===== src/rtl/assert_macros.svh =====
// Assertion macros used by the box blur top level.
// Expects signals named clk and rst_n in the including scope.
`ifndef ASSERT_MACROS_SVH
`define ASSERT_MACROS_SVH

// property checked every cycle outside reset
`define BBR_ASSERT(label, prop, msg) \
  label: assert property (@(posedge clk) disable iff (!rst_n) (prop)) \
    else $error(msg);

// pre in one cycle implies post in the next
`define BBR_ASSERT_NEXT(label, pre, post, msg) \
  label: assert property (@(posedge clk) disable iff (!rst_n) (pre) |=> (post)) \
    else $error(msg);

`endif


===== src/rtl/bbr_pkg.sv =====
// Box blur package: payload types, register map and fixed constants.
// No dependencies.
`timescale 1ns / 1ps
package bbr_pkg;

  localparam int PIX_W    = 24;
  localparam int WIDTH_W  = 11;
  localparam int HEIGHT_W = 12;
  localparam int GAIN_W   = 20;
  localparam int QDEPTH   = 8;
  localparam int QPTR_W   = $clog2(QDEPTH);
  localparam int OCC_W    = $clog2(QDEPTH + 1);
  localparam int ADDR_W   = 4;

  localparam logic CMD_PIXEL = 1'b0;
  localparam logic CMD_FLUSH = 1'b1;

  localparam logic [1:0] REG_WIDTH  = 2'd0;
  localparam logic [1:0] REG_HEIGHT = 2'd1;
  localparam logic [1:0] REG_GAIN   = 2'd2;

  localparam logic [WIDTH_W-1:0]  RST_WIDTH  = 11'd128;
  localparam logic [HEIGHT_W-1:0] RST_HEIGHT = 12'd128;
  localparam logic [GAIN_W-1:0]   RST_GAIN   = 20'd26214;

  typedef struct packed {
    logic             cmd;
    logic [PIX_W-1:0] pixel_rgb;
  } bbr_in_t;

  typedef struct packed {
    logic [PIX_W-1:0] blurred_rgb;
    logic             last_of_frame;
  } bbr_out_t;

  typedef struct packed {
    logic             valid;
    logic             interior;
    logic             last;
    logic [PIX_W-1:0] fwd;
  } bbr_tap_t;

endpackage


===== src/rtl/bbr_outq.sv =====
// Output queue that absorbs results while the sink stalls.
// Depends on bbr_pkg.
`timescale 1ns / 1ps
module bbr_outq (
  input  logic              clk,
  input  logic              rst_n,
  input  logic              push,
  input  bbr_pkg::bbr_out_t push_data,
  input  logic              out_stall,
  output logic              out_valid,
  output bbr_pkg::bbr_out_t out_data
);
  import bbr_pkg::*;

  bbr_out_t          q_mem [QDEPTH];
  logic [QPTR_W-1:0] wr_ptr_r, rd_ptr_r;
  logic [OCC_W-1:0]  cnt_r;
  logic              pop;

  assign out_valid = (cnt_r != '0);
  assign out_data  = q_mem[rd_ptr_r];
  assign pop       = out_valid && !out_stall;

  always_ff @(posedge clk) begin
    if (!rst_n) begin
      wr_ptr_r <= '0;
      rd_ptr_r <= '0;
      cnt_r    <= '0;
    end else begin
      if (push) begin
        wr_ptr_r <= wr_ptr_r + QPTR_W'(1);
      end
      if (pop) begin
        rd_ptr_r <= rd_ptr_r + QPTR_W'(1);
      end
      cnt_r <= cnt_r + OCC_W'(push) - OCC_W'(pop);
    end
    if (push) begin
      q_mem[wr_ptr_r] <= push_data;
    end
  end

endmodule


===== config.mk =====
export PLATFORM = sky130hd
export DESIGN_NAME = bbr_outq
export DESIGN_NICKNAME = d
export VERILOG_FILES = /design/src/rtl/assert_macros.svh /design/src/rtl/bbr_pkg.sv /design/src/rtl/bbr_outq.sv
export SDC_FILE = /design/constraint.sdc
export NUM_CORES = 1
export LEC_CHECK = 0
export BUFFER_PORTS_ARGS = -buffer_cell sky130_fd_sc_hd__buf_2
export CAP_MARGIN = 25
export CORE_ASPECT_RATIO = 0.8
export CORE_UTILIZATION = 45
export DETAILED_ROUTE_END_ITERATION = 12
export GPL_ROUTABILITY_DRIVEN = 0
export HOLD_SLACK_MARGIN = 0.08
export MAX_ROUTING_LAYER = met4
export PLACE_DENSITY_LB_ADDON = 0.08
export SYNTH_ARGS = -nofsm -noshare
export SYNTH_HDL_FRONTEND = slang
export SYNTH_SLANG_ARGS = --single-unit

===== constraint.sdc =====
create_clock -name clk -period 3.2 [get_ports clk]
set_input_delay 0.96 -clock clk [delete_from_list [all_inputs] [get_ports clk]]
set_output_delay 0.96 -clock clk [all_outputs]
set_load 0.005 [all_outputs]

==> results.cfg <==
[outcome]
outcome = finished clean

[placed_design]
placed_cells_incl_taps = 646
detailed_place_hpwl_um = 8539
postPlaceCellArea_mm2 = 0.009086
number_of_port_buffers = 54

[detailed_routing]
final_antenna_net_count = 0
post-route-drc-count = 0
drt_wl_total_um = 15040
firstDrtPassIters = 4
vias = 3685
drt_iter0_drc = 168
detail_route.vias_per_cell = 5.387
post_drt_wl_per_cell_um = 21.99

[clock_network]
cts_htree_levels = 1
worstSkewPairLatency_ps = 500
clock_path_buffers = 3
tritoncts = built
number_of_sinks_on_the_clock_net = 213
clock-root-buffer = sky130_fd_sc_hd__clkbuf_16
cts_inserted_buffers = 22
worst_setup_hold_path_clk_slew_ps = 60

[layout]
final_design_area_no_fill_mm2 = 0.009756
filler_cell_count = 1401
antenna_cells = 0
final-seq-area_mm2 = 0.006269
drive_gt1_frac = 0.2930
stdcell_count = 684
num-nets-final = 476
multi_input_comb_area_mm2 = 0.002037
area_delta_synth_final_pct = 16.65

[sta]
rsz0062_at_grt = no
tightestPinTransition_ps = 676.2
timing.final.max_slew_violations = 0
maxClockFrequency_mhz = 321.3
clock_skew_ps = 10.40
finalSetupTns_ps = 0
hold_violations = 0
worst_slew_margin_rel = 0.5482
finalWorstPathRequiredPeriod_ps = 3112
final-setup-viol-count = 0
finalCritPeriodShare = 0.9727

[logic_synthesis]
mappedNetlistNets = 399
avg_inst_size_synth_um2 = 23.04
cell_with_the_most_instances_after_synthesis = sky130_fd_sc_hd__edfxtp_1
synth-seq-cells = 213
synth_top_area_frac = 0.7181
synthesis.area_mm2 = 0.008363
synth_top_cell_by_area = sky130_fd_sc_hd__edfxtp_1
yosys-top-cells-count = sky130_fd_sc_hd__edfxtp_1 (200), sky130_fd_sc_hd__mux4_1 (50), sky130_fd_sc_hd__mux2_2 (25)
synthTopCellsByArea = sky130_fd_sc_hd__edfxtp_1 (72%), sky130_fd_sc_hd__mux4_1 (16%), sky130_fd_sc_hd__mux2_2 (3.4%)
synth.yosys.warnings = 0
synth_enable_flop_cells = 200
synthCells = 363
synth_sequential_area_ratio = 0.7493
ys_dominant_reg_cell = sky130_fd_sc_hd__edfxtp_1
synthArstFlopShare = 0
ys_types = 25

[power]
totalPowerFinal_uw = 6367
leakage_uw = 0.003251
vdd_ir_drop_max_uv = 627.3
power.density_mw_per_mm2 = 652.7

[floorplan]
die_x_um = 154.4
rows = 44
chipHeight_um = 123.9
initial_cell_density_of_the_core = 0.4603
core_mm2 = 0.01817
pin_count = 55
fp.dieArea_mm2 = 0.01914

[critical_path]
timing.critical_path.cells = buf_12, mux4_1, mux2_2, buf_2
timing.critical_path.arrival_ps = 2150
crit_type = reg -> out
setup.worst_path.end_class = primary output
critPathMaxStageDelay_ps = 590
setup.worst_path.start_class = flip-flop
timing.critical_path.buf_inv = 2
critical_path_peak_fanout = 30
crit_slowest_cell = sky130_fd_sc_hd__mux4_1
critPathRequiredTime_ps = 2240
critical-path-top-delay-family = multiplexers

[grt]
grtUsageTotal = 0.1682
grt_start_max_net_pins = 51
vias_in_the_first_global_route = 3775
grt_pass1_wl_um = 22510
number_of_antenna_violations_at_the_first_check_in_global_routing = 0
total_grt_overflow = 0

[job]
maxCapViolCount = 0

[worst_hold_path]
min-delay-path-class = reg -> reg
==> report_power, final <==
part	switching [µW]	total [µW]	internal (µW)	leakage (µW)
clock network	998	2340	1340	0.000327
logic	397	843	446	0.000999
registers	36.4	3180	3150	0.00192
==> repair_timing <==
| action | CTS | global route |
|---|---|---|
| buffers inserted | 0 | 0 |
| setup endpoints to repair | 1 | 0 |
| resized for setup | 1 | 0 |
| hold endpoints to repair | 0 | 0 |
| hold buffers | 0 | 0 |
==> registers in the layout, summed over array words and instances (netlist names), named ones only <==
name      flops
cnt_r         4
q_mem       200
rd_ptr_r      3
wr_ptr_r      3
==> area by class of cell <==
class / count / share of cell area
multi-input cells: 128 / 0.2088
clock inverters: 14 / 0.01103
flip-flops and latches: 213 / 0.6426
well taps: 230 / 0.02950
clock buffers: 24 / 0.05720
inverters: 6 / 0.002309
repair buffers: 69 / 0.04861
==> logic make-up after synthesis <==
logic type                 Yosys count  share of synthesized area
muxes                               79                     0.1955
adders and majority gates            7                    0.01137
xor gates and xnor gates             3                   0.003142
and+or+nand+nor                     30                    0.01825
DFF                                213                     0.7493
buffers and inverters               22                    0.01526
AOI/OAI and AO/OA                    9                   0.007180
==> placed cells by master (no fill, tap or decap), drive strengths merged, types with 6 or more instances in the layout <==
cell and count:
buf 69, edfxtp 200, mux4 50, clkinv 12, mux2 25, nor2 7
dfxtp 13, nand2 6, clkbuf 24, inv 7, ha 6
==> through the flow <==
| step | util | setup WS [ps] | hold WS [ps] |
|---|---|---|---|
| 2_1_floorplan | - | 639.5 | 460.3 |
| 3_3_place_gp | 0.5001 | 578.7 | 474.4 |
| 3_5_place_dp | 0.5001 | 539.6 | 496.7 |
| 4_1_cts | 0.5370 | 50.06 | 509.3 |
| 5_1_grt | 0.5370 | 16.35 | 548.6 |
| 6_report | 0.5370 | 87.51 | 503.2 |
==> worst register-to-register path: stages (launching register included) <==
cell and delay, ps:
sky130_fd_sc_hd__dfxtp_1 300, sky130_fd_sc_hd__inv_1 70, sky130_fd_sc_hd__ha_1 160, sky130_fd_sc_hd__nor3b_1 570, sky130_fd_sc_hd__nor3_1 180, sky130_fd_sc_hd__a21o_1 200, sky130_fd_sc_hd__ha_1 190, sky130_fd_sc_hd__inv_1 90
sky130_fd_sc_hd__fa_1 420, sky130_fd_sc_hd__nor2b_1 110
==> per-layer routing <==
metal | GRT usage | routed length (µm)
met5 | - | 0
met4 | 0.04394 | 231
met2 | 0.2630 | 7117
met1 | 0.2303 | 7159
met3 | 0.03166 | 530
==> final timing paths <==
check               from     endpoint  slack (ps)  cells after the start
min          rd_ptr_r[2]    flip-flop         500                      2
min reg2reg  rd_ptr_r[2]    flip-flop         500                      2
max            flip-flop  out_data[3]          90                      4
max reg2reg     cnt_r[2]     cnt_r[1]         850                      9
Power figures use the tool's default switching activity.
