**src/rtl/assert_macros.svh**
```systemverilog
// Assertion macros used by the box blur top level.
// Expects signals named clk and rst_n in the including scope.
`ifndef ASSERT_MACROS_SVH
`define ASSERT_MACROS_SVH

// property checked every cycle outside reset
`define BBR_ASSERT(label, prop, msg) \
  label: assert property (@(posedge clk) disable iff (!rst_n) (prop)) \
    else $error(msg);

// pre in one cycle implies post in the next
`define BBR_ASSERT_NEXT(label, pre, post, msg) \
  label: assert property (@(posedge clk) disable iff (!rst_n) (pre) |=> (post)) \
    else $error(msg);

`endif

```
**src/rtl/bbr_pkg.sv**
```systemverilog
// Box blur package: payload types, register map and fixed constants.
// No dependencies.
`timescale 1ns / 1ps
package bbr_pkg;

  localparam int PIX_W    = 24;
  localparam int WIDTH_W  = 11;
  localparam int HEIGHT_W = 12;
  localparam int GAIN_W   = 20;
  localparam int QDEPTH   = 8;
  localparam int QPTR_W   = $clog2(QDEPTH);
  localparam int OCC_W    = $clog2(QDEPTH + 1);
  localparam int ADDR_W   = 4;

  localparam logic CMD_PIXEL = 1'b0;
  localparam logic CMD_FLUSH = 1'b1;

  localparam logic [1:0] REG_WIDTH  = 2'd0;
  localparam logic [1:0] REG_HEIGHT = 2'd1;
  localparam logic [1:0] REG_GAIN   = 2'd2;

  localparam logic [WIDTH_W-1:0]  RST_WIDTH  = 11'd128;
  localparam logic [HEIGHT_W-1:0] RST_HEIGHT = 12'd128;
  localparam logic [GAIN_W-1:0]   RST_GAIN   = 20'd26214;

  typedef struct packed {
    logic             cmd;
    logic [PIX_W-1:0] pixel_rgb;
  } bbr_in_t;

  typedef struct packed {
    logic [PIX_W-1:0] blurred_rgb;
    logic             last_of_frame;
  } bbr_out_t;

  typedef struct packed {
    logic             valid;
    logic             interior;
    logic             last;
    logic [PIX_W-1:0] fwd;
  } bbr_tap_t;

endpackage

```
**src/rtl/bbr_ctrl.sv**
```systemverilog
// Raster position tracking, line store addressing and output scheduling.
// Depends on bbr_pkg.
`timescale 1ns / 1ps
module bbr_ctrl #(
  parameter int RADIUS    = 2,
  parameter int MAX_WIDTH = 1024
) (
  input  logic                                          clk,
  input  logic                                          rst_n,
  input  logic                                          in_valid,
  input  logic                                          in_stall,
  input  bbr_pkg::bbr_in_t                              in_data,
  input  logic                                          geom_clr,
  input  logic [$clog2(MAX_WIDTH):0]                    eff_w,
  input  logic [bbr_pkg::HEIGHT_W-1:0]                  eff_h,
  input  logic [$clog2(MAX_WIDTH)+bbr_pkg::HEIGHT_W:0]  lag,
  input  logic [$clog2(MAX_WIDTH)+bbr_pkg::HEIGHT_W:0]  total,
  output logic                                          emit,
  output logic                                          wr_en,
  output logic [$clog2(2*RADIUS+1)-1:0]                 wr_slot,
  output logic [$clog2(MAX_WIDTH)-1:0]                  wr_col,
  output logic [bbr_pkg::PIX_W-1:0]                     wr_data,
  output logic [$clog2(MAX_WIDTH)-1:0]                  rd_b_col,
  output bbr_pkg::bbr_tap_t                             tap_r,
  output logic [$clog2(2*RADIUS+1)-1:0]                 fwd_slot_r,
  output logic [$clog2(2*RADIUS+1)-1:0]                 ctr_slot_r
);
  import bbr_pkg::*;

  localparam int WIN_SIDE = 2 * RADIUS + 1;
  localparam int SLOTW    = $clog2(WIN_SIDE);
  localparam int COLW     = $clog2(MAX_WIDTH);
  localparam int WBITS    = COLW + 1;
  localparam int POSW     = WBITS + HEIGHT_W;

  logic [COLW-1:0]     in_col_r, in_col_nxt;
  logic [SLOTW-1:0]    in_slot_r, in_slot_nxt;
  logic [POSW-1:0]     rx_cnt_r, rx_cnt_nxt;
  logic [POSW-1:0]     out_pos_r, out_pos_nxt;
  logic [COLW-1:0]     out_col_r, out_col_nxt;
  logic [HEIGHT_W-1:0] out_row_r, out_row_nxt;
  logic [SLOTW-1:0]    out_slot_r, out_slot_nxt;

  logic              accept, complete, emit_px, emit_fl, last, interior;
  logic [WBITS-1:0]  in_col_inc, out_col_inc;
  logic [WBITS:0]    col_hi;
  logic [HEIGHT_W:0] row_hi;

  assign accept   = in_valid && !in_stall;
  assign complete = (rx_cnt_r == total);
  assign wr_en    = accept && (in_data.cmd == CMD_PIXEL) && !complete;
  assign emit_px  = wr_en && (rx_cnt_r >= lag);
  assign emit_fl  = accept && (in_data.cmd == CMD_FLUSH) && complete && (out_pos_r < total);
  assign emit     = emit_px || emit_fl;

  assign wr_slot  = in_slot_r;
  assign wr_col   = in_col_r;
  assign wr_data  = in_data.pixel_rgb;
  assign rd_b_col = out_col_r;

  assign in_col_inc  = {1'b0, in_col_r} + WBITS'(1);
  assign out_col_inc = {1'b0, out_col_r} + WBITS'(1);
  assign col_hi      = {2'b00, out_col_r} + (WBITS + 1)'(RADIUS);
  assign row_hi      = {1'b0, out_row_r} + (HEIGHT_W + 1)'(RADIUS);
  assign last        = ({1'b0, out_pos_r} + (POSW + 1)'(1)) >= {1'b0, total};
  assign interior    = (out_row_r >= HEIGHT_W'(RADIUS)) && (row_hi < {1'b0, eff_h}) &&
                       ({1'b0, out_col_r} >= WBITS'(RADIUS)) && (col_hi < {1'b0, eff_w});

  always_comb begin
    in_col_nxt   = in_col_r;
    in_slot_nxt  = in_slot_r;
    rx_cnt_nxt   = rx_cnt_r;
    out_pos_nxt  = out_pos_r;
    out_col_nxt  = out_col_r;
    out_row_nxt  = out_row_r;
    out_slot_nxt = out_slot_r;
    if (wr_en) begin
      rx_cnt_nxt = rx_cnt_r + POSW'(1);
      if (in_col_inc >= eff_w) begin
        in_col_nxt  = '0;
        in_slot_nxt = (in_slot_r == SLOTW'(WIN_SIDE - 1)) ? '0 : in_slot_r + SLOTW'(1);
      end else begin
        in_col_nxt = in_col_inc[COLW-1:0];
      end
    end
    if (emit) begin
      out_pos_nxt = out_pos_r + POSW'(1);
      if (out_col_inc >= eff_w) begin
        out_col_nxt  = '0;
        out_row_nxt  = out_row_r + HEIGHT_W'(1);
        out_slot_nxt = (out_slot_r == SLOTW'(WIN_SIDE - 1)) ? '0 : out_slot_r + SLOTW'(1);
      end else begin
        out_col_nxt = out_col_inc[COLW-1:0];
      end
    end
    if ((emit && last) || geom_clr) begin
      in_col_nxt   = '0;
      in_slot_nxt  = '0;
      rx_cnt_nxt   = '0;
      out_pos_nxt  = '0;
      out_col_nxt  = '0;
      out_row_nxt  = '0;
      out_slot_nxt = '0;
    end
  end

  always_ff @(posedge clk) begin
    if (!rst_n) begin
      in_col_r    <= '0;
      in_slot_r   <= '0;
      rx_cnt_r    <= '0;
      out_pos_r   <= '0;
      out_col_r   <= '0;
      out_row_r   <= '0;
      out_slot_r  <= '0;
      tap_r.valid <= 1'b0;
    end else begin
      in_col_r    <= in_col_nxt;
      in_slot_r   <= in_slot_nxt;
      rx_cnt_r    <= rx_cnt_nxt;
      out_pos_r   <= out_pos_nxt;
      out_col_r   <= out_col_nxt;
      out_row_r   <= out_row_nxt;
      out_slot_r  <= out_slot_nxt;
      tap_r.valid <= emit;
    end
    tap_r.interior <= interior;
    tap_r.last     <= last;
    tap_r.fwd      <= in_data.pixel_rgb;
    fwd_slot_r     <= in_slot_r;
    ctr_slot_r     <= out_slot_r;
  end

endmodule

```
**config.mk**
```make
export PLATFORM = sky130hd
export DESIGN_NAME = bbr_ctrl
export DESIGN_NICKNAME = d
export VERILOG_FILES = /design/src/rtl/assert_macros.svh /design/src/rtl/bbr_pkg.sv /design/src/rtl/bbr_ctrl.sv
export SDC_FILE = /design/constraint.sdc
export NUM_CORES = 1
export LEC_CHECK = 0
export BUFFER_PORTS_ARGS = -buffer_cell sky130_fd_sc_hd__buf_2
export CORE_UTILIZATION = 55
export CTS_CLUSTER_DIAMETER = 40
export CTS_CLUSTER_SIZE = 40
export DETAILED_ROUTE_END_ITERATION = 8
export GPL_ROUTABILITY_DRIVEN = 0
export PLACE_DENSITY = 0.81
export SYNTH_ARGS = -nofsm -noshare
export SYNTH_HDL_FRONTEND = slang
export SYNTH_SLANG_ARGS = --single-unit
```
**constraint.sdc**
```tcl
create_clock -name clk -period 4.21 [get_ports clk]
set_input_delay 0 -clock clk [delete_from_list [all_inputs] [get_ports clk]]
set_output_delay 0 -clock clk [all_outputs]
set_load 0.05 [all_outputs]
```
==> flow_summary.yaml <==
outcome:
  status: "complete, no violations"
floorplan:
  fp.dieW_um: 125
  die_area_um2: 15700
  fp-row-count: 44
  core_um2: 14700
  fp.dieH_um: 125
  io_pins: 181
  initial_utilization: 0.568
finish:
  n_antenna_cell: 0
  nFillCells: 1170
  area_growth_pct: 21.2
  final_nets: 1399
  multi_input_area_um2: 5390
  final_common_cell: "buf_2"
  drive_above_1_share: 0.204
  register_area_um2: 2340
  layout_common_cells: "buf_2, ha_1, dfxtp_1"
job:
  cap_violations: 0
synth:
  synth_warnings: 0
  syn_area_um2: 8350
  post-synth-top-area-fraction: 0.281
  synth_cells: 989
  syn_nets: 1214
  yosysSeqAreaShare: 0.281
  synthArstFlopShare: 0
  synth_cell_types: 61
  ys_ff_latch: 117
  synth_ff_type: "dfxtp_1"
  synth-edff-count: 0
  synth.area.top_cells: "dfxtp_1, ha_1, xor2_1, xnor2_1, inv_1"
  yosysTopAreaCell: "dfxtp_1"
  syn_area_per_cell_um2: 8.44
power_and_ir_drop:
  vdd_ir_drop_max_mv: 0.334
  power.density_nw_per_um2: 283
  power_leakage_nw: 5.04
clock_tree:
  htree_levels: 4
  cts_tree: "yes"
  cts_buffer_depth: 2
  clock-sinks: 117
  insertion_delay_ns: 0.43
  path_clk_slew_ns: 0.06
  root_buffer: "clkbuf_16"
  cts_buffers: 17
placed_design:
  numPortBuffers: 180
  hpwl_um: 15000
setup_path:
  critPathCaptureType: "register"
  critPathMaxFanout: 6
  arrival_ns: 4.22
  cp-start-kind: "register"
  path_class: "register to register"
  crit_required_ns: 4.57
global_route:
  antenna_found_initial: 0
  grt_max_degree: 41
  gr-usage-all-layers: 0.264
  grt_pass1_vias: 7117
  grt.overflow.total: 0
  grt_pass1_wl_um: 33500
route:
  final_antenna_net_count: 0
  routed_via_density: 5.52
  wl_per_cell_um: 14.8
  drc: 0
  drt_pass1_iterations: 9
  wl_um: 20300
  drt_iter0_markers: 729
  vias: 7567
sta:
  fin_crit_ns: 3.86
  rsz0062_at_grt: "no"
  fin_hold_ws_ns: 0.0595
  slew_viol_final: 0
  worst_pin_slew_ns: 0.761
  finalClockSkew_ns: 0.00839
  max_freq_ghz: 0.259
  hold_violations: 0
  maxSlewHeadroom: 0.489
  final.setup.tns_ns: 0
  setup_viol: 0
  finalCritPeriodShare: 0.917
worst_hold_path:
  hold_class: "input pin to register"
[worst max-delay path: stages (launching register included)]
cell and delay [ns]:
dfxtp_1 0.39, ha_2 0.25, nand3_2 0.16, nor3_2 0.17, and2_4 0.19, nand3_2 0.15
or2_4 0.33, nor2_2 0.14, xor2_1 0.16, ha_1 0.26, a21o_1 0.16, a21oi_1 0.16
nor2_1 0.06, a211oi_1 0.23, nand2_1 0.15, or4b_2 0.65, a31oi_1 0.17
[routing by layer]
layer	routed length, um	vias up	global-route usage
met2	9550	239	0.443
li1	-	3815	-
met1	9360	3470	0.332
met5	0	-	0
met3	892	43	0.0449
met4	543	0	0.118
[path summary, 6_finish.rpt]
kind,depth (start not counted),from,slack [ns],to
worst min register to register,0,out_slot_r[2],0.39,ctr_slot_r[2]
worst min-delay path,6,eff_h[11],0.06,tap_r[25]
worst max register to register,16,out_pos_r[1],0.35,rd_b_col[2]
worst max-delay path,16,out_pos_r[1],0.35,rd_b_col[2]
[cell families (layout without fill, tap and decap cells)]
logic type | Yosys count | count (layout) | share of synthesized area
AOI/OAI and AO/OA | 190 | 190 | 0.149
xor gates and xnor gates | 105 | 105 | 0.110
adders and majority gates | 126 | 126 | 0.189
buffers and inverters | 137 | 334 | 0.0749
DFF | 117 | 117 | 0.281
muxes | 3 | 3 | 0.00360
and+or+nand+nor | 311 | 311 | 0.193
[synth_stat cells (2+ instances only)]
cell type and instances:
clkbuf_1 10, nor2_1 67, a31oi_1 5, xnor2_1 40, nor2b_1 6, xor2_1 65
or3_1 11, buf_1 4, nand3_1 43, nand2_1 66, and2_1 7, inv_1 85
buf_2 11, a21boi_0 7, a21o_1 20, a21oi_1 53, o211ai_1 2, a2111oi_0 2
nand3_2 2, nor3_1 19, nand3b_1 5, nor4_1 15, and4_1 6, or2_2 3
mux2i_1 3, o21ai_0 32, a22oi_1 4, o21a_1 34, a211oi_1 6, nor3b_1 4
o21ai_1 3, nand4_1 19, nand2b_1 7, a211o_1 2, dfxtp_1 117, buf_4 26
ha_1 126, o2111ai_1 7, and3_1 21, or4_1 3
[timing repair]
action,4_1_cts,5_1_grt
setup buffers,0,2
setup endpoints to repair,0,84
hold endpoints to repair,26,0
resized for setup,0,5
hold buffers,26,0
[final cells by class]
class,instances,area share
well taps,184,0.0228
multi-input cells,735,0.533
clock inverters,12,0.0129
clock buffers,19,0.0438
repair buffers,217,0.124
inverters,86,0.0319
flip-flops and latches,117,0.232
[registers in the layout, indices dropped and copies added (netlist names), 10 cells and up]
signal	cells
rd_b_col	10
wr_col	10
tap_r	27
rx_cnt_r	23
out_row_r	12
out_pos_r	23
[power breakdown]
group / leakage (nW) / switching, mW / internal [mW]
registers: 0.952 / 0.00335 / 1.12
logic: 3.81 / 0.202 / 0.109
clock network: 0.279 / 0.544 / 0.882
total: 5.04 / 0.749 / 2.11
[through the flow]
| step | util | total power, mW | instance area, um2 | instances | worst slack (ns) |
|---|---|---|---|---|---|
| after detailed placement | 0.630 | 1.44 | 9260 | 1311 | 0.162 |
| after global placement | 0.630 | 1.43 | 9260 | 1311 | 0.291 |
| final | 0.688 | 2.86 | 10100 | 1370 | 0.350 |
| after CTS | 0.687 | 2.87 | 10100 | 1368 | 0.117 |
| after floorplan | - | 1.35 | 8350 | 989 | 0.322 |
| after global routing | 0.688 | 2.96 | 10100 | 1370 | 0.0196 |
No activity file was read; power rests on OpenSTA's default activity.
