==> src/rtl/assert_macros.svh <==
// Assertion macros used by the box blur top level.
// Expects signals named clk and rst_n in the including scope.
`ifndef ASSERT_MACROS_SVH
`define ASSERT_MACROS_SVH

// property checked every cycle outside reset
`define BBR_ASSERT(label, prop, msg) \
  label: assert property (@(posedge clk) disable iff (!rst_n) (prop)) \
    else $error(msg);

// pre in one cycle implies post in the next
`define BBR_ASSERT_NEXT(label, pre, post, msg) \
  label: assert property (@(posedge clk) disable iff (!rst_n) (pre) |=> (post)) \
    else $error(msg);

`endif

==> src/rtl/bbr_pkg.sv <==
// Box blur package: payload types, register map and fixed constants.
// No dependencies.
`timescale 1ns / 1ps
package bbr_pkg;

  localparam int PIX_W    = 24;
  localparam int WIDTH_W  = 11;
  localparam int HEIGHT_W = 12;
  localparam int GAIN_W   = 20;
  localparam int QDEPTH   = 8;
  localparam int QPTR_W   = $clog2(QDEPTH);
  localparam int OCC_W    = $clog2(QDEPTH + 1);
  localparam int ADDR_W   = 4;

  localparam logic CMD_PIXEL = 1'b0;
  localparam logic CMD_FLUSH = 1'b1;

  localparam logic [1:0] REG_WIDTH  = 2'd0;
  localparam logic [1:0] REG_HEIGHT = 2'd1;
  localparam logic [1:0] REG_GAIN   = 2'd2;

  localparam logic [WIDTH_W-1:0]  RST_WIDTH  = 11'd128;
  localparam logic [HEIGHT_W-1:0] RST_HEIGHT = 12'd128;
  localparam logic [GAIN_W-1:0]   RST_GAIN   = 20'd26214;

  typedef struct packed {
    logic             cmd;
    logic [PIX_W-1:0] pixel_rgb;
  } bbr_in_t;

  typedef struct packed {
    logic [PIX_W-1:0] blurred_rgb;
    logic             last_of_frame;
  } bbr_out_t;

  typedef struct packed {
    logic             valid;
    logic             interior;
    logic             last;
    logic [PIX_W-1:0] fwd;
  } bbr_tap_t;

endpackage

==> src/rtl/bbr_filter.sv <==
// Window column sums, sliding total, gain multiply, saturation and edge pass-through.
// Depends on bbr_pkg.
`timescale 1ns / 1ps
module bbr_filter #(
  parameter int RADIUS = 2
) (
  input  logic                                      clk,
  input  logic                                      rst_n,
  input  bbr_pkg::bbr_tap_t                         tap,
  input  logic [$clog2(2*RADIUS+1)-1:0]             fwd_slot,
  input  logic [$clog2(2*RADIUS+1)-1:0]             ctr_slot,
  input  logic [(2*RADIUS+1)*bbr_pkg::PIX_W-1:0]    rd_a,
  input  logic [(2*RADIUS+1)*bbr_pkg::PIX_W-1:0]    rd_b,
  input  logic [bbr_pkg::GAIN_W-1:0]                gain,
  output logic                                      res_v_r,
  output bbr_pkg::bbr_out_t                         res_r
);
  import bbr_pkg::*;

  localparam int WIN_SIDE = 2 * RADIUS + 1;
  localparam int SLOTW    = $clog2(WIN_SIDE);
  localparam int CSW      = $clog2(WIN_SIDE * 255 + 1);
  localparam int TW       = $clog2(WIN_SIDE * WIN_SIDE * 255 + 1);
  localparam int PW       = TW + GAIN_W;

  logic [CSW-1:0]   cs_new [3];
  logic [CSW-1:0]   cs_r   [WIN_SIDE][3];
  logic [TW-1:0]    tot    [3];
  logic [TW-1:0]    tot_r  [3];
  logic [PW-1:0]    prod_r [3];
  logic [PIX_W-1:0] center, px, blur;
  logic [PIX_W-1:0] ctr2_r, ctr3_r, ctr4_r;
  logic             v2_r, v3_r, v4_r;
  logic             int2_r, int3_r, int4_r;
  logic             last2_r, last3_r, last4_r;
  logic [PW-17:0]   scaled [3];

  always_comb begin
    center = '0;
    for (int c = 0; c < 3; c++) begin
      cs_new[c] = '0;
    end
    for (int i = 0; i < WIN_SIDE; i++) begin
      px = (SLOTW'(i) == fwd_slot) ? tap.fwd : rd_a[i*PIX_W +: PIX_W];
      for (int c = 0; c < 3; c++) begin
        cs_new[c] = cs_new[c] + CSW'(px[c*8 +: 8]);
      end
      if (SLOTW'(i) == ctr_slot) begin
        center = rd_b[i*PIX_W +: PIX_W];
      end
    end
  end

  always_comb begin
    for (int c = 0; c < 3; c++) begin
      tot[c] = '0;
      for (int i = 0; i < WIN_SIDE; i++) begin
        tot[c] = tot[c] + TW'(cs_r[i][c]);
      end
    end
  end

  always_comb begin
    for (int c = 0; c < 3; c++) begin
      scaled[c] = prod_r[c][PW-1:16];
      blur[c*8 +: 8] = (|scaled[c][PW-17:8]) ? 8'hFF : scaled[c][7:0];
    end
  end

  always_ff @(posedge clk) begin
    if (!rst_n) begin
      v2_r    <= 1'b0;
      v3_r    <= 1'b0;
      v4_r    <= 1'b0;
      res_v_r <= 1'b0;
    end else begin
      v2_r    <= tap.valid;
      v3_r    <= v2_r;
      v4_r    <= v3_r;
      res_v_r <= v4_r;
    end
    if (tap.valid) begin
      for (int c = 0; c < 3; c++) begin
        cs_r[0][c] <= cs_new[c];
        for (int i = 1; i < WIN_SIDE; i++) begin
          cs_r[i][c] <= cs_r[i-1][c];
        end
      end
    end
    int2_r  <= tap.interior;
    last2_r <= tap.last;
    ctr2_r  <= center;
    for (int c = 0; c < 3; c++) begin
      tot_r[c]  <= tot[c];
      prod_r[c] <= PW'(tot_r[c]) * PW'(gain);
    end
    int3_r  <= int2_r;
    last3_r <= last2_r;
    ctr3_r  <= ctr2_r;
    int4_r  <= int3_r;
    last4_r <= last3_r;
    ctr4_r  <= ctr3_r;
    res_r.blurred_rgb   <= int4_r ? blur : ctr4_r;
    res_r.last_of_frame <= last4_r;
  end

endmodule

==> config.mk <==
export PLATFORM = sky130hd
export DESIGN_NAME = bbr_filter
export DESIGN_NICKNAME = d
export VERILOG_FILES = /design/src/rtl/assert_macros.svh /design/src/rtl/bbr_pkg.sv /design/src/rtl/bbr_filter.sv
export SDC_FILE = /design/constraint.sdc
export NUM_CORES = 2
export LEC_CHECK = 0
export BUFFER_PORTS_ARGS = -buffer_cell sky130_fd_sc_hd__buf_2
export CAP_MARGIN = 20
export CORE_MARGIN = 5
export CORE_UTILIZATION = 54
export DETAILED_ROUTE_END_ITERATION = 6
export GPL_TIMING_DRIVEN = 1
export PLACE_DENSITY = 0.73
export SETUP_SLACK_MARGIN = 0.5
export SLEW_MARGIN = 40
export SYNTH_ARGS = -nofsm -noshare
export SYNTH_HDL_FRONTEND = slang
export SYNTH_SLANG_ARGS = --single-unit
==> constraint.sdc <==
create_clock -name clk -period 8 [get_ports clk]
set_input_delay 0.8 -clock clk [delete_from_list [all_inputs] [get_ports clk]]
set_output_delay 0.8 -clock clk [all_outputs]
set_load 0.01 [all_outputs]
==> run_results.csv <==
group,metric,value,unit
routing,drt_via_density,5.25,
synthesis,ys_types,70,
cells_and_area,synthToLayoutAreaGrowth,8.82,%
sta,setup_total_negative_slack,0,ns
sta,finalHoldViolations,0,
routing,drc,0,
worst_hold_path,min-delay-start,"ctr3_r[2]$_DFF_P_",
synthesis,largest_cells_by_area_after_synthesis,"sky130_fd_sc_hd__fa_1 (37%), sky130_fd_sc_hd__edfxtp_1 (12%), sky130_fd_sc_hd__dfxtp_1 (9.7%)",
global_routing,grt.overflow.total,0,
critical_path,slowest_stage_cell_on_the_critical_path,"sky130_fd_sc_hd__dfxtp_1",
cells_and_area,footprint_of_the_multi_input_gates,28000,sq um
worst_hold_path,worst_hold_path.num_cells,0,
floorplan,die-area,81200,sq um
routing,drtIter0Drc,1478,
synthesis,syn_avg_cell_area,10.3,sq um
sta,final.setup_skew,0.0250,ns
critical_path,timing.critical_path.max_delay_family,"adder cells",
routing,routed_wirelength,90800,microns
cts,register_clock_pin_slew_on_the_reported_worst_setup_and_hold_paths,0.06,ns
synthesis,synth-async-reset-ratio,0,%
critical_path,startpoint_type,"register",
synthesis,flip_flop_and_latch_count_after_synthesis,362,
synthesis,synth_edf_count,165,
placed_design,buffer_ports.inserted,320,
cts,cts_made_buffers,37,
critical_path,timing.critical_path.to_type,"register",
synthesis,synth.cell_area,40800,sq um
worst_hold_path,hold_endpoint,"ctr4_r[2]$_DFF_P_",
placed_design,gp_congestion,0.918,
synthesis,synth_top_cell_by_area,"sky130_fd_sc_hd__fa_1",
routing,num_vias,27011,
placed_design,hpwl,71100,microns
cts,cts_hold_buffers,0,
floorplan,io_pins,321,
critical_path,r2r_setup_slack,2.02,ns
critical_path,crit_required,8.41,ns
critical_path,slowest_delay,0.83,ns
cells_and_area,final_cell_count_no_fill,5149,
cts,cts_setup_buffers,0,
global_routing,antenna_found_initial,6,
synthesis,synthesis.instances,3951,
critical_path,worst-r2r-cell-count,20,
cts,clk-insertion-delay-late,0.54,ns
critical_path,cp.arrival,6.39,ns
cts,cts_num_sinks,362,
cts,root_buffer,"sky130_fd_sc_hd__clkbuf_16",
cells_and_area,fillers,6221,
placed_design,placed_cells,5080,
global_routing,first_global_vias,29766,
critical_path,timing.setup.critical_path_class,"register to register",
sta,crit_share_post_route,74.7,%
floorplan,chipWidth,285,microns
cts,cts_max_level,2,
cts,cts_resized,0,
sta,worst_pin_slew,0.882,ns
critical_path,path_cells,"buf_4, nand2_1, fa_1, fa_1, inv_1, fa_1, fa_1, inv_1, fa_1, inv_1, ha_1, a21oi_1, nand2_1, a21oi_1, a21oi_2, a211oi_4, o221ai_2, a21o_1, a21oi_2, xnor2_1",
routing,drt.antenna.violating_nets,0,
floorplan,core-area,74700,sq um
cells_and_area,final_nets,5498,
status,outcome,"finished, final reports clean",
sta,grt_setup_unrepaired,"false",
critical_path,timing.rr.start,"tot_r[0][30]$_DFF_P_",
synthesis,synth-warning-count,0,
routing,routed_wire_length_per_instance,17.6,microns
worst_hold_path,hold_path_class,"register to register",
routing,first_pass_iters,5,
synthesis,synth_fp_nets,5299,
sta,drv_slew,0,
critical_path,worst-path-buf-inv,4,
synthesis,netlist.area_leader.share,37.1,%
synthesis,synth.yosys.seq_area_share,21.8,%
cts,clk_path_buf_depth,3,
critical_path,cpMostUsedCell,"sky130_fd_sc_hd__fa_1",
sta,period_needed,5.98,ns
cts,tritoncts,"done",
run,maxCapViolations,0,
critical_path,critical_path_peak_fanout,12,
synthesis,postSynth.topFlopCell,"sky130_fd_sc_hd__dfxtp_1",
floorplan,row_count,100,
global_routing,grt_first_pass_wirelength,151000,microns
cells_and_area,seqCellArea,8920,sq um
sta,finalSetupViolations,0,
global_routing,grt_start_max_net_pins,89,
cells_and_area,post_route_cells_drive_above_1_share,12.1,%
critical_path,worst_r2r_endpoint,"prod_r[0][98]$_DFF_P_",
floorplan,floorplan_die_height,285,microns
floorplan,start_util,54.6,%
sta,slew_headroom,41.1,%
sta,max_freq,167,MHz
global_routing,grt_use_total,22.9,%
==> final cells by class <==
type	count	area share (%)
Antenna cell	2	0.0113
Clock buffer	47	2.29
Clock inverter	20	0.386
Inverter	845	7.14
Multi-Input combinational cell	2557	63.1
Sequential cell	362	20.1
Tap cell	969	2.73
Timing Repair Buffer	347	4.22
==> stage by stage <==
stage	hold WS, ns	util, %	setup WS (ns)	instance area (sq um)
floorplan	0.310	-	2.20	40800
global placement	0.310	57.7	1.58	43100
detailed placement	0.312	57.8	1.44	43200
CTS	0.323	59.4	1.97	44400
global route	0.328	59.5	1.62	44400
finish	0.324	59.5	2.02	44400
==> flip-flops by register name (all words and copies together) (netlist names), 24 cells and up <==
| name | flops |
|---|---|
| ctr3_r | 24 |
| ctr2_r | 24 |
| tot_r | 39 |
| res_r | 25 |
| ctr4_r | 24 |
| cs_r | 165 |
| prod_r | 51 |
==> worst max-delay path by stage <==
stage | start | endpoint | slack (ns) | cells past startpoint
finish | tot_r[0][30]$_DFF_P_ | prod_r[0][98]$_DFF_P_ | 2.02 | 20
floorplan | gain[16] | prod_r[0][65]$_DFF_P_ | 2.20 | 21
detailed placement | gain[7] | prod_r[0][95]$_DFF_P_ | 1.44 | 19
global route | gain[5] | prod_r[0][93]$_DFF_P_ | 1.62 | 20
CTS | gain[7] | prod_r[0][95]$_DFF_P_ | 1.97 | 19
global placement | gain[15] | prod_r[0][98]$_DFF_P_ | 1.58 | 20
==> cells in the mapped netlist (7+ instances only) <==
library cell	number
sky130_fd_sc_hd__a21o_1	45
sky130_fd_sc_hd__a21oi_1	74
sky130_fd_sc_hd__a22oi_1	11
sky130_fd_sc_hd__and2_1	335
sky130_fd_sc_hd__and3_1	7
sky130_fd_sc_hd__buf_2	7
sky130_fd_sc_hd__clkbuf_1	176
sky130_fd_sc_hd__dfxtp_1	197
sky130_fd_sc_hd__edfxtp_1	165
sky130_fd_sc_hd__fa_1	756
sky130_fd_sc_hd__ha_1	297
sky130_fd_sc_hd__inv_1	845
sky130_fd_sc_hd__mux2_2	48
sky130_fd_sc_hd__mux2i_1	84
sky130_fd_sc_hd__mux4_2	13
sky130_fd_sc_hd__nand2_1	492
sky130_fd_sc_hd__nand3_1	22
sky130_fd_sc_hd__nand4_1	9
sky130_fd_sc_hd__nor2_1	64
sky130_fd_sc_hd__nor2b_1	23
sky130_fd_sc_hd__nor3_1	9
sky130_fd_sc_hd__o21a_1	8
sky130_fd_sc_hd__o21ai_0	34
sky130_fd_sc_hd__o21ai_1	11
sky130_fd_sc_hd__o21bai_1	13
sky130_fd_sc_hd__o22a_1	24
sky130_fd_sc_hd__o22ai_1	12
sky130_fd_sc_hd__xnor2_1	61
sky130_fd_sc_hd__xor2_1	29
==> routing by layer <==
metal | vias to the layer above | global-route usage (%) | wire length, microns
li1 | 12388 | - | -
met1 | 13693 | 30.1 | 37300
met2 | 751 | 39.0 | 44400
met3 | 171 | 4.31 | 6080
met4 | 8 | 6.98 | 3010
met5 | - | 0 | 42
==> cells in the final DEF, fill, tap and decap left out, drive strengths merged, types with 13 or more instances in the layout <==
cell	netlist	layout
nor2b	24	24
a21o	45	45
ha	297	297
mux2i	84	84
xor2	29	29
xnor2	61	61
mux4	13	13
nand3	22	22
mux2	48	48
edfxtp	165	165
nand2	492	492
o21bai	14	14
and2	335	335
o22a	24	24
o21ai	49	49
buf	11	347
dfxtp	197	197
clkbuf	176	47
inv	845	849
a21oi	76	76
nor2	65	65
fa	756	756
==> logic make-up (layout without fill, tap and decap cells) <==
| group | count (synthesis) | after routing | share of synthesized area, % |
|---|---|---|---|
| fa+ha+maj | 1053 | 1053 | 46.2 |
| simple gates | 986 | 986 | 11.7 |
| other cells | 0 | 2 | 0 |
| xor+xnor | 90 | 90 | 1.93 |
| flops | 362 | 362 | 21.8 |
| mux | 145 | 145 | 4.10 |
| buf+inv | 1032 | 1259 | 9.54 |
| compound gates | 283 | 283 | 4.76 |
Power is not shown: default switching activity piles up to over one toggle a cycle in this logic, so the estimate is an artifact.
